$ cat src/rtl/core/acc_pkg.sv
// Shared types and constants for the alarm clock controller.
package acc_pkg;

    // Button positions inside the sampled button word.
    localparam int BTN_SET_TIME    = 0;
    localparam int BTN_SET_ALARM   = 1;
    localparam int BTN_INC_HOURS   = 2;
    localparam int BTN_INC_MINUTES = 3;
    localparam int BTN_SNOOZE      = 4;
    localparam int NUM_BUTTONS     = 5;

    // Operating mode, one-hot.
    typedef enum logic [2:0] {
        MODE_RUN       = 3'b001,
        MODE_SET_TIME  = 3'b010,
        MODE_SET_ALARM = 3'b100
    } mode_t;

    // Mode codes as reported on the result stream.
    localparam logic [1:0] MODE_CODE_RUN       = 2'd0;
    localparam logic [1:0] MODE_CODE_SET_TIME  = 2'd1;
    localparam logic [1:0] MODE_CODE_SET_ALARM = 2'd2;

    // Blinds motor pulse codes.
    localparam logic [1:0] MOVE_NONE  = 2'd0;
    localparam logic [1:0] MOVE_OPEN  = 2'd1;
    localparam logic [1:0] MOVE_CLOSE = 2'd2;

    // Reset value of the blinds hold register.
    localparam logic [4:0] HOLD_HOURS_RESET = 5'd12;

    // Clock, alarm and blinds state carried from poll to poll.
    typedef struct packed {
        mode_t      mode;
        logic [5:0] clock_seconds;
        logic [5:0] clock_minutes;
        logic [4:0] clock_hours;
        logic [4:0] alarm_hours;
        logic [5:0] alarm_minutes;
        logic       alarm_armed;
        logic       bell_flag;
        logic       sound;
        logic       blinds_open;
        logic [4:0] close_hour;
        logic [NUM_BUTTONS-1:0] prev_buttons;
    } clk_state_t;

    localparam clk_state_t STATE_RESET = '{
        mode:          MODE_RUN,
        clock_seconds: 6'd0,
        clock_minutes: 6'd0,
        clock_hours:   5'd0,
        alarm_hours:   5'd0,
        alarm_minutes: 6'd0,
        alarm_armed:   1'b0,
        bell_flag:     1'b0,
        sound:         1'b0,
        blinds_open:   1'b0,
        close_hour:    5'd0,
        prev_buttons:  '0
    };

    // One result beat; the first member sits in the highest bits.
    typedef struct packed {
        logic       blinds_state;
        logic [1:0] blinds_move;
        logic       sound_on;
        logic [5:0] shown_seconds;
        logic [5:0] shown_minutes;
        logic [4:0] shown_hours;
        logic [1:0] mode_now;
    } result_t;

endpackage

$ cat src/rtl/core/acc_step.sv
// Next-state and result logic for one button poll of the alarm clock.
module acc_step #(
    parameter int TICKS_PER_SECOND = 10,
    localparam int TW = (TICKS_PER_SECOND > 1) ? $clog2(TICKS_PER_SECOND) : 1
) (
    input  logic [acc_pkg::NUM_BUTTONS-1:0] buttons,
    input  logic [4:0]                      hold_hours,
    input  acc_pkg::clk_state_t             state_cur,
    input  logic [TW-1:0]                   tenths_cur,
    output acc_pkg::clk_state_t             state_next,
    output logic [TW-1:0]                   tenths_next,
    output acc_pkg::result_t                result
);

    logic [acc_pkg::NUM_BUTTONS-1:0] press;
    logic [TW:0] tenths_inc;
    logic        tick_roll;
    logic [6:0]  sec_plus2;
    logic        carry2;
    logic        min_wraps;
    logic [4:0]  hour_inc;
    logic [4:0]  hours_after2;
    logic [5:0]  close_sum;
    logic [4:0]  close_calc;
    logic        alarm_match;

    // Press is a falling edge against the previous sample.
    assign press = state_cur.prev_buttons & ~buttons;

    // Tick counter and the one-second rollover it causes.
    assign tenths_inc = {1'b0, tenths_cur} + (TW+1)'(1);
    assign tick_roll  = (tenths_inc >= (TW+1)'(TICKS_PER_SECOND));

    // Clock carries used by the two added seconds and the close hour.
    assign sec_plus2    = {1'b0, state_cur.clock_seconds} + 7'd2;
    assign carry2       = (sec_plus2 >= 7'd60);
    assign min_wraps    = ({1'b0, state_cur.clock_minutes} + 7'd1 >= 7'd60);
    assign hour_inc     = ({1'b0, state_cur.clock_hours} + 6'd1 >= 6'd24) ? 5'd0
                        : state_cur.clock_hours + 5'd1;
    assign hours_after2 = (carry2 && min_wraps) ? hour_inc : state_cur.clock_hours;

    // Close hour is the hour after the added seconds plus the hold, modulo 24.
    assign close_sum  = {1'b0, hours_after2} + {1'b0, hold_hours};
    always_comb
    begin
        if (close_sum >= 6'd48)
        begin
            close_calc = 5'(close_sum - 6'd48);
        end
        else if (close_sum >= 6'd24)
        begin
            close_calc = 5'(close_sum - 6'd24);
        end
        else
        begin
            close_calc = close_sum[4:0];
        end
    end

    assign alarm_match = state_cur.alarm_armed
                      && (state_cur.alarm_hours == state_cur.clock_hours)
                      && (state_cur.alarm_minutes == state_cur.clock_minutes)
                      && (state_cur.clock_seconds == 6'd0);

    // Mode handling, bell and blinds priority chain, and clock advance.
    always_comb
    begin
        logic       add2;
        logic [1:0] move;
        logic [6:0] sec_sum;

        state_next  = state_cur;
        tenths_next = tenths_cur;
        add2        = 1'b0;
        move        = acc_pkg::MOVE_NONE;
        sec_sum     = '0;

        case (state_cur.mode)
            acc_pkg::MODE_SET_TIME:
            begin
                if (press[acc_pkg::BTN_SET_TIME])
                begin
                    state_next.mode = acc_pkg::MODE_RUN;
                end
                if (press[acc_pkg::BTN_INC_HOURS])
                begin
                    state_next.clock_hours = (state_cur.clock_hours >= 5'd23) ? 5'd0
                                           : state_cur.clock_hours + 5'd1;
                end
                if (press[acc_pkg::BTN_INC_MINUTES])
                begin
                    state_next.clock_minutes = (state_cur.clock_minutes >= 6'd59) ? 6'd0
                                             : state_cur.clock_minutes + 6'd1;
                end
            end
            acc_pkg::MODE_SET_ALARM:
            begin
                if (press[acc_pkg::BTN_SET_ALARM])
                begin
                    state_next.mode = acc_pkg::MODE_RUN;
                end
                if (press[acc_pkg::BTN_INC_HOURS])
                begin
                    state_next.alarm_hours = (state_cur.alarm_hours >= 5'd23) ? 5'd0
                                           : state_cur.alarm_hours + 5'd1;
                end
                if (press[acc_pkg::BTN_INC_MINUTES])
                begin
                    state_next.alarm_minutes = (state_cur.alarm_minutes >= 6'd59) ? 6'd0
                                             : state_cur.alarm_minutes + 6'd1;
                end
                state_next.alarm_armed = 1'b1;
            end
            default:
            begin
                // Run mode: mode buttons first.
                state_next.mode = acc_pkg::MODE_RUN;
                if (press[acc_pkg::BTN_SET_TIME])
                begin
                    state_next.mode = acc_pkg::MODE_SET_TIME;
                end
                else if (press[acc_pkg::BTN_SET_ALARM])
                begin
                    state_next.mode = acc_pkg::MODE_SET_ALARM;
                end

                // Bell, snooze and blinds in priority order.
                if (alarm_match)
                begin
                    state_next.bell_flag = 1'b1;
                end
                else if (press[acc_pkg::BTN_SNOOZE])
                begin
                    state_next.bell_flag = 1'b0;
                    state_next.sound     = 1'b0;
                end
                else if (state_cur.bell_flag)
                begin
                    state_next.sound = 1'b1;
                    if (!state_cur.blinds_open)
                    begin
                        move                   = acc_pkg::MOVE_OPEN;
                        add2                   = 1'b1;
                        state_next.blinds_open = 1'b1;
                        state_next.close_hour  = close_calc;
                    end
                end
                else if (state_cur.blinds_open
                         && (state_cur.close_hour == state_cur.clock_hours))
                begin
                    move                   = acc_pkg::MOVE_CLOSE;
                    add2                   = 1'b1;
                    state_next.blinds_open = 1'b0;
                end
                else
                begin
                    state_next.sound = 1'b0;
                end

                // Tick, then the added seconds and the tick share one carry.
                tenths_next = tick_roll ? '0 : tenths_inc[TW-1:0];
                sec_sum = {1'b0, state_cur.clock_seconds}
                        + (add2 ? 7'd2 : 7'd0) + (tick_roll ? 7'd1 : 7'd0);
                if (sec_sum >= 7'd60)
                begin
                    state_next.clock_seconds = 6'(sec_sum - 7'd60);
                    if (min_wraps)
                    begin
                        state_next.clock_minutes = 6'd0;
                        state_next.clock_hours   = hour_inc;
                    end
                    else
                    begin
                        state_next.clock_minutes = state_cur.clock_minutes + 6'd1;
                    end
                end
                else
                begin
                    state_next.clock_seconds = sec_sum[5:0];
                end
            end
        endcase

        state_next.prev_buttons = buttons;

        // Result beat from the updated state.
        result.blinds_state = state_next.blinds_open;
        result.blinds_move  = move;
        result.sound_on     = state_next.sound;
        case (state_next.mode)
            acc_pkg::MODE_SET_ALARM:
            begin
                result.mode_now      = acc_pkg::MODE_CODE_SET_ALARM;
                result.shown_hours   = state_next.alarm_hours;
                result.shown_minutes = state_next.alarm_minutes;
                result.shown_seconds = 6'd0;
            end
            acc_pkg::MODE_SET_TIME:
            begin
                result.mode_now      = acc_pkg::MODE_CODE_SET_TIME;
                result.shown_hours   = state_next.clock_hours;
                result.shown_minutes = state_next.clock_minutes;
                result.shown_seconds = state_next.clock_seconds;
            end
            default:
            begin
                result.mode_now      = acc_pkg::MODE_CODE_RUN;
                result.shown_hours   = state_next.clock_hours;
                result.shown_minutes = state_next.clock_minutes;
                result.shown_seconds = state_next.clock_seconds;
            end
        endcase
    end

endmodule

$ cat src/rtl/core/alarm_clock_controller_core.sv
// Alarm clock controller: input register, poll logic, state and result register.
// m_axis_tvalid rises once the accepted input beat has passed the input register and then the result register.
// Throughput: one poll per cycle while the result is taken, set by the single pass from input to result register.
// While a result waits, the input register takes one more beat and then stalls the input.
// Reset (rst_n low, asynchronous) empties both registers, sets run mode, zeroes
// clock, alarm and blinds state, and loads the blinds hold register with 12.
module alarm_clock_controller_core #(
    parameter int TICKS_PER_SECOND = 10
) (
    input  logic        clk,
    input  logic        rst_n,
    input  logic        cfg_we,
    input  logic [4:0]  cfg_wdata,     // blinds_hold_hours
    input  logic        s_axis_tvalid,
    output logic        s_axis_tready,
    // [0] set_time_btn, [1] set_alarm_btn, [2] inc_hours_btn,
    // [3] inc_minutes_btn, [4] snooze_btn, [7:5] zero
    input  logic [7:0]  s_axis_tdata,
    output logic        m_axis_tvalid,
    input  logic        m_axis_tready,
    // [1:0] mode_now, [6:2] shown_hours, [12:7] shown_minutes,
    // [18:13] shown_seconds, [19] sound_on, [21:20] blinds_move,
    // [22] blinds_state, [23] zero
    output logic [23:0] m_axis_tdata
);

    localparam int TW = (TICKS_PER_SECOND > 1) ? $clog2(TICKS_PER_SECOND) : 1;

    logic                            in_valid_reg;
    logic [acc_pkg::NUM_BUTTONS-1:0] in_buttons_reg;
    logic                            out_valid_reg;
    acc_pkg::result_t                out_data_reg;
    logic [4:0]                      hold_hours_reg;
    acc_pkg::clk_state_t             state_reg;
    acc_pkg::clk_state_t             state_next;
    logic [TW-1:0]                   tenths_reg;
    logic [TW-1:0]                   tenths_next;
    acc_pkg::result_t                result;
    logic                            advance;

    // The held poll moves on when the result register is free or being emptied.
    assign advance       = in_valid_reg && (!out_valid_reg || m_axis_tready);
    assign s_axis_tready = !in_valid_reg || advance;
    assign m_axis_tvalid = out_valid_reg;
    assign m_axis_tdata  = {1'b0, out_data_reg};

    // Blinds hold configuration register.
    always_ff @(posedge clk or negedge rst_n)
    begin
        if (!rst_n)
        begin
            hold_hours_reg <= acc_pkg::HOLD_HOURS_RESET;
        end
        else if (cfg_we)
        begin
            hold_hours_reg <= cfg_wdata;
        end
    end

    // Input register.
    always_ff @(posedge clk or negedge rst_n)
    begin
        if (!rst_n)
        begin
            in_valid_reg <= 1'b0;
        end
        else if (s_axis_tready)
        begin
            in_valid_reg <= s_axis_tvalid;
        end
    end

    always_ff @(posedge clk)
    begin
        if (s_axis_tready && s_axis_tvalid)
        begin
            in_buttons_reg <= s_axis_tdata[acc_pkg::NUM_BUTTONS-1:0];
        end
    end

    // Poll logic between the input and result registers.
    acc_step #(
        .TICKS_PER_SECOND(TICKS_PER_SECOND)
    ) u_step (
        .buttons     (in_buttons_reg),
        .hold_hours  (hold_hours_reg),
        .state_cur   (state_reg),
        .tenths_cur  (tenths_reg),
        .state_next  (state_next),
        .tenths_next (tenths_next),
        .result      (result)
    );

    // Clock state, updated once per poll that reaches the result register.
    always_ff @(posedge clk or negedge rst_n)
    begin
        if (!rst_n)
        begin
            state_reg  <= acc_pkg::STATE_RESET;
            tenths_reg <= '0;
        end
        else if (advance)
        begin
            state_reg  <= state_next;
            tenths_reg <= tenths_next;
        end
    end

    // Result register.
    always_ff @(posedge clk or negedge rst_n)
    begin
        if (!rst_n)
        begin
            out_valid_reg <= 1'b0;
        end
        else if (advance)
        begin
            out_valid_reg <= 1'b1;
        end
        else if (m_axis_tready)
        begin
            out_valid_reg <= 1'b0;
        end
    end

    always_ff @(posedge clk)
    begin
        if (advance)
        begin
            out_data_reg <= result;
        end
    end

endmodule
$ cat config.mk
export PLATFORM = sky130hd
export DESIGN_NAME = alarm_clock_controller_core
export DESIGN_NICKNAME = d
export VERILOG_FILES = /design/src/rtl/core/acc_pkg.sv /design/src/rtl/core/acc_step.sv /design/src/rtl/core/alarm_clock_controller_core.sv
export SDC_FILE = /design/constraint.sdc
export NUM_CORES = 1
export LEC_CHECK = 0
export BUFFER_PORTS_ARGS = -buffer_cell sky130_fd_sc_hd__buf_2
export CORE_UTILIZATION = 63
export CTS_BUF_LIST = sky130_fd_sc_hd__clkbuf_4 sky130_fd_sc_hd__clkbuf_8
export CTS_CLUSTER_DIAMETER = 40
export CTS_CLUSTER_SIZE = 25
export DETAILED_ROUTE_END_ITERATION = 12
export GPL_ROUTABILITY_DRIVEN = 0
export PLACE_DENSITY = 0.88
export SKIP_CTS_REPAIR_TIMING = 1
export SKIP_LAST_GASP = 1
export SYNTH_ARGS = -nofsm -noshare
export SYNTH_HDL_FRONTEND = slang
export SYNTH_SLANG_ARGS = --single-unit
$ cat constraint.sdc
create_clock -name clk -period 6 [get_ports clk]
set_clock_uncertainty 0.05 [all_clocks]
set_input_delay 0.9 -clock clk [delete_from_list [all_inputs] [get_ports clk]]
set_output_delay 0.9 -clock clk [all_outputs]
set_load 0.02 [all_outputs]
==> impl_metrics.prom <==
# TYPE chip_impl_metric gauge
chip_impl_metric{name="ant_nets",unit=""} 0
chip_impl_metric{name="synth_edf_count",unit=""} 28
chip_impl_metric{name="total_neg_setup_slack",unit="ns"} 0
chip_impl_metric{name="critical_path_required",unit="ns"} 6.06
chip_impl_metric{name="worst_skew_pair.late_latency",unit="ns"} 0.36
chip_impl_metric{name="drt_pre_antenna_iters",unit=""} 10
chip_impl_metric{name="cells_after_synthesis",unit=""} 662
chip_impl_metric{name="drive_above_1_share",unit=""} 0.143
chip_impl_metric{name="mappedNetlistNets",unit=""} 699
chip_impl_metric{name="antenna_found_initial",unit=""} 0
chip_impl_metric{name="syn_area_per_cell",unit="sq um"} 8.97
chip_impl_metric{name="arrival",unit="ns"} 5.41
chip_impl_metric{name="synth_largest_type_area_fraction",unit=""} 0.223
chip_impl_metric{name="max_slew_margin",unit=""} 0.463
chip_impl_info{name="synth_area_leaders",value="sky130_fd_sc_hd__dfrtp_1 22%, sky130_fd_sc_hd__edfxtp_1 14%, sky130_fd_sc_hd__nand2_1 5.2%, sky130_fd_sc_hd__o21ai_0 4.0%, sky130_fd_sc_hd__ha_1 3.6%"} 1
chip_impl_metric{name="timing.final.crit_share",unit=""} 0.893
chip_impl_metric{name="synth_compound_gate_area_share",unit=""} 0.232
chip_impl_metric{name="num-fill-cells",unit=""} 708
chip_impl_metric{name="syn2layout_area_growth",unit="%"} 6.13
chip_impl_info{name="ys_dominant_reg_cell",value="sky130_fd_sc_hd__dfrtp_1"} 1
chip_impl_info{name="cts_tree",value="built"} 1
chip_impl_metric{name="floorplan.initialDensity",unit=""} 0.646
chip_impl_metric{name="design.die.area",unit="sq um"} 9820
chip_impl_metric{name="core_region_area",unit="sq um"} 9200
chip_impl_metric{name="yosys_warnings",unit=""} 0
chip_impl_metric{name="ys_seq_elements",unit=""} 84
chip_impl_metric{name="antenna-diode-count",unit=""} 0
chip_impl_metric{name="crit_fanout",unit=""} 14
chip_impl_info{name="synth_top_area_cell",value="sky130_fd_sc_hd__dfrtp_1"} 1
chip_impl_info{name="cp-end-kind",value="register"} 1
chip_impl_metric{name="finalWorstSetupSlack",unit="ns"} 0.644
chip_impl_metric{name="post-place-ws",unit="ns"} 0.762
chip_impl_metric{name="max_stage_delay",unit="ns"} 0.58
chip_impl_metric{name="chipHeight",unit="um"} 99.1
chip_impl_metric{name="cts.sink_count",unit=""} 84
chip_impl_info{name="clockRootBuffer",value="sky130_fd_sc_hd__clkbuf_8"} 1
chip_impl_metric{name="wl_per_cell",unit="um"} 18.3
chip_impl_metric{name="ioPinCount",unit=""} 44
chip_impl_metric{name="critical_path_buf_inv_count",unit=""} 0
chip_impl_info{name="worst_setup_path_class",value="register to register"} 1
chip_impl_info{name="outcome",value="complete, but fails checks"} 1
chip_impl_metric{name="power.ir.vdd_worst",unit="V"} 0.000189
chip_impl_metric{name="netlist-cell-type-count",unit=""} 79
chip_impl_info{name="synth_top_family_by_area",value="compound AO/OA/AOI/OAI gates"} 1
chip_impl_info{name="worst_path_dominant_cell_family",value="simple AND/OR/NAND/NOR gates"} 1
chip_impl_metric{name="synth-adder-area-share",unit=""} 0.0425
chip_impl_metric{name="synth_xor_xnor_area_share",unit=""} 0.0413
chip_impl_metric{name="setup_viol",unit=""} 0
chip_impl_metric{name="flip_flop_count_of_the_largest_register_all_copies_and_words_added",unit=""} 45
chip_impl_metric{name="die_x",unit="um"} 99.1
chip_impl_metric{name="postSynth.asyncResetShare",unit=""} 0.667
chip_impl_metric{name="grt_pass1_wl",unit="um"} 24100
chip_impl_metric{name="global_route.usage.total",unit=""} 0.308
chip_impl_metric{name="period_needed",unit="ns"} 5.36
chip_impl_metric{name="finalNetCount",unit=""} 709
chip_impl_metric{name="row_count",unit=""} 35
chip_impl_metric{name="viasPerCell",unit=""} 6.75
chip_impl_metric{name="io_buffers",unit=""} 39
chip_impl_metric{name="routed_wl",unit="um"} 14400
chip_impl_metric{name="drc",unit=""} 2
chip_impl_metric{name="route.vias.total",unit=""} 5322
chip_impl_metric{name="finalHoldViolCount",unit=""} 0
chip_impl_metric{name="clkSlewWorstSetupHoldPaths",unit="ns"} 0.10
chip_impl_metric{name="number_of_global_route_vias_before_repair",unit=""} 5048
chip_impl_metric{name="detailedRoute.firstIterationViolations",unit=""} 490
chip_impl_metric{name="tritoncts.num_buffers",unit=""} 9
chip_impl_metric{name="power.total",unit="mW"} 2.09
chip_impl_info{name="worst_hold_path_type",value="register to register"} 1
chip_impl_info{name="failing_checks",value="design-rule violations"} 1
chip_impl_info{name="rsz_0062_raised_after_global_routing",value="no"} 1
chip_impl_metric{name="cts.htree.levels",unit=""} 3
chip_impl_metric{name="grt_start_max_net_pins",unit=""} 57
chip_impl_info{name="cp-start-kind",value="register"} 1
chip_impl_metric{name="max-clock-path-buffers",unit=""} 2
chip_impl_metric{name="grt_overflow",unit=""} 0
chip_impl_metric{name="hpwlAfterDp",unit="um"} 9860
chip_impl_metric{name="max-cap-violations",unit=""} 0
chip_impl_metric{name="total_leakage_power",unit="nW"} 2.49
chip_impl_metric{name="timing.final.max_slew_violations",unit=""} 0
chip_impl_metric{name="max_slew.worst_pin.slew",unit="ns"} 0.796
chip_impl_metric{name="ff_latch_area",unit="sq um"} 2250
chip_impl_metric{name="multi_input_comb_area",unit="sq um"} 3410
chip_impl_info{name="worst_path_max_delay_cell",value="sky130_fd_sc_hd__nor4_4"} 1
chip_impl_metric{name="timing.fmax",unit="MHz"} 187
chip_impl_metric{name="synth_simple_gate_area_frac",unit=""} 0.226
chip_impl_metric{name="synth.yosys.seq_area_share",unit=""} 0.378
chip_impl_metric{name="power_per_cell_area",unit="nW/um^2"} 332
chip_impl_info{name="crit_chain",value="nor4b_1 -> nand2_1 -> nor4_4 -> a211oi_1 -> ha_1 -> a21oi_2 -> nand2b_1 -> xnor2_1 -> ha_1 -> nor3b_2 -> a21oi_2 -> o32ai_4 -> nand2_2 -> o2111a_1 -> or3_1"} 1
chip_impl_metric{name="synthMuxAreaShare",unit=""} 0.0310
chip_impl_metric{name="post_synth_instance_area",unit="sq um"} 5940
## synth_stat cells, types with 3 or more instances
cell	n
sky130_fd_sc_hd__a211o_1	3
sky130_fd_sc_hd__a211oi_1	7
sky130_fd_sc_hd__a21o_1	6
sky130_fd_sc_hd__a21oi_1	30
sky130_fd_sc_hd__a21oi_2	4
sky130_fd_sc_hd__a22o_1	13
sky130_fd_sc_hd__a22oi_1	5
sky130_fd_sc_hd__a31oi_1	9
sky130_fd_sc_hd__and2_1	5
sky130_fd_sc_hd__and3_1	6
sky130_fd_sc_hd__buf_1	3
sky130_fd_sc_hd__buf_2	20
sky130_fd_sc_hd__buf_4	3
sky130_fd_sc_hd__clkbuf_1	22
sky130_fd_sc_hd__dfrtp_1	53
sky130_fd_sc_hd__dfstp_2	3
sky130_fd_sc_hd__edfxtp_1	28
sky130_fd_sc_hd__ha_1	17
sky130_fd_sc_hd__inv_1	13
sky130_fd_sc_hd__mux2_2	11
sky130_fd_sc_hd__mux2i_1	6
sky130_fd_sc_hd__nand2_1	82
sky130_fd_sc_hd__nand2b_1	18
sky130_fd_sc_hd__nand3_1	19
sky130_fd_sc_hd__nand3b_1	8
sky130_fd_sc_hd__nand4_1	10
sky130_fd_sc_hd__nor2_1	41
sky130_fd_sc_hd__nor2b_1	14
sky130_fd_sc_hd__nor3_1	15
sky130_fd_sc_hd__nor3b_2	3
sky130_fd_sc_hd__nor4_1	7
sky130_fd_sc_hd__nor4b_1	3
sky130_fd_sc_hd__o2111ai_1	4
sky130_fd_sc_hd__o211ai_1	7
sky130_fd_sc_hd__o21a_1	7
sky130_fd_sc_hd__o21ai_0	47
sky130_fd_sc_hd__o221ai_1	6
sky130_fd_sc_hd__o22ai_1	9
sky130_fd_sc_hd__o31ai_1	8
sky130_fd_sc_hd__o32a_1	3
sky130_fd_sc_hd__or3_1	5
sky130_fd_sc_hd__xnor2_1	22
sky130_fd_sc_hd__xor2_1	6
## metal layers
layer  share of wire  GRT usage  vias up
li1                -          -     2468
met3           0.076     0.0513       54
met2            0.49      0.511      269
met1            0.41      0.398     2531
met4           0.028      0.145        0
met5               0          0        -
## worst paths after layout
path | startpoint | to | slack [ns] | cells after the start
min reg2reg | state_reg[13] | state_reg[13] | 0.44 | 1
max in group asynchronous | rst_n | state_reg[9] | 4.76 | 2
min in group asynchronous | rst_n | state_reg[33] | 0.63 | 2
min | state_reg[13] | state_reg[13] | 0.44 | 1
max | state_reg[38] | m_axis_tdata[11] | 0.64 | 15
max reg2reg | state_reg[38] | m_axis_tdata[11] | 0.64 | 15
## power breakdown
part	leakage [nW]	total [mW]	internal (mW)	switching (mW)
combinational	1.39	0.826	0.327	0.499
clock	0.102	0.403	0.179	0.224
sequential	0.994	0.862	0.713	0.149
total	2.49	2.09	1.22	0.872
## placed cells by master, fill, tap and decap left out, types with 4 or more instances in the layout
master,instances
sky130_fd_sc_hd__xor2_1,6
sky130_fd_sc_hd__o21ai_0,47
sky130_fd_sc_hd__nor2_1,41
sky130_fd_sc_hd__buf_4,10
sky130_fd_sc_hd__a31oi_1,9
sky130_fd_sc_hd__dfrtp_1,53
sky130_fd_sc_hd__or3_1,5
sky130_fd_sc_hd__a21o_1,6
sky130_fd_sc_hd__a22o_1,13
sky130_fd_sc_hd__a21oi_2,4
sky130_fd_sc_hd__clkbuf_8,11
sky130_fd_sc_hd__nand2b_1,18
sky130_fd_sc_hd__nand2_1,82
sky130_fd_sc_hd__o211ai_1,7
sky130_fd_sc_hd__ha_1,17
sky130_fd_sc_hd__nor4_1,7
sky130_fd_sc_hd__mux2_2,11
sky130_fd_sc_hd__nand3_1,19
sky130_fd_sc_hd__mux2i_1,6
sky130_fd_sc_hd__nor2b_1,14
sky130_fd_sc_hd__buf_2,39
sky130_fd_sc_hd__xnor2_1,22
sky130_fd_sc_hd__and2_1,5
sky130_fd_sc_hd__o21a_1,7
sky130_fd_sc_hd__nand4_1,10
sky130_fd_sc_hd__o31ai_1,8
sky130_fd_sc_hd__nor3_1,15
sky130_fd_sc_hd__a21oi_1,30
sky130_fd_sc_hd__a211oi_1,7
sky130_fd_sc_hd__o2111ai_1,4
sky130_fd_sc_hd__o221ai_1,6
sky130_fd_sc_hd__inv_1,13
sky130_fd_sc_hd__edfxtp_1,28
sky130_fd_sc_hd__a22oi_1,5
sky130_fd_sc_hd__nand3b_1,8
sky130_fd_sc_hd__o22ai_1,9
sky130_fd_sc_hd__and3_1,6
## metrics by stage
step | hold WS (ns) | cells | area, sq um | util
floorplan | 0.375 | 662 | 5940 | -
global placement | 0.400 | 772 | 6110 | 0.664
detailed placement | 0.411 | 772 | 6110 | 0.664
CTS | 0.431 | 788 | 6300 | 0.686
global route | 0.452 | 788 | 6300 | 0.686
finish | 0.442 | 788 | 6300 | 0.686
## cell type report
| cell class | instances | area share |
|---|---|---|
| timing repair buffer | 49 | 0.0429 |
| tap | 111 | 0.0220 |
| inverter | 13 | 0.00774 |
| sequential | 84 | 0.356 |
| clock inverter | 5 | 0.00675 |
| multi-input combinational | 515 | 0.540 |
| clock buffer | 11 | 0.0240 |
## kinds of logic (layout without fill, tap and decap cells)
family,Yosys count,after routing
compound gates,196,196
xor+xnor,28,28
fa+ha+maj,19,19
buf+inv,63,78
flops,84,84
mux,17,17
other cells,1,1
simple gates,254,254
(Power assumes the default switching activity.)
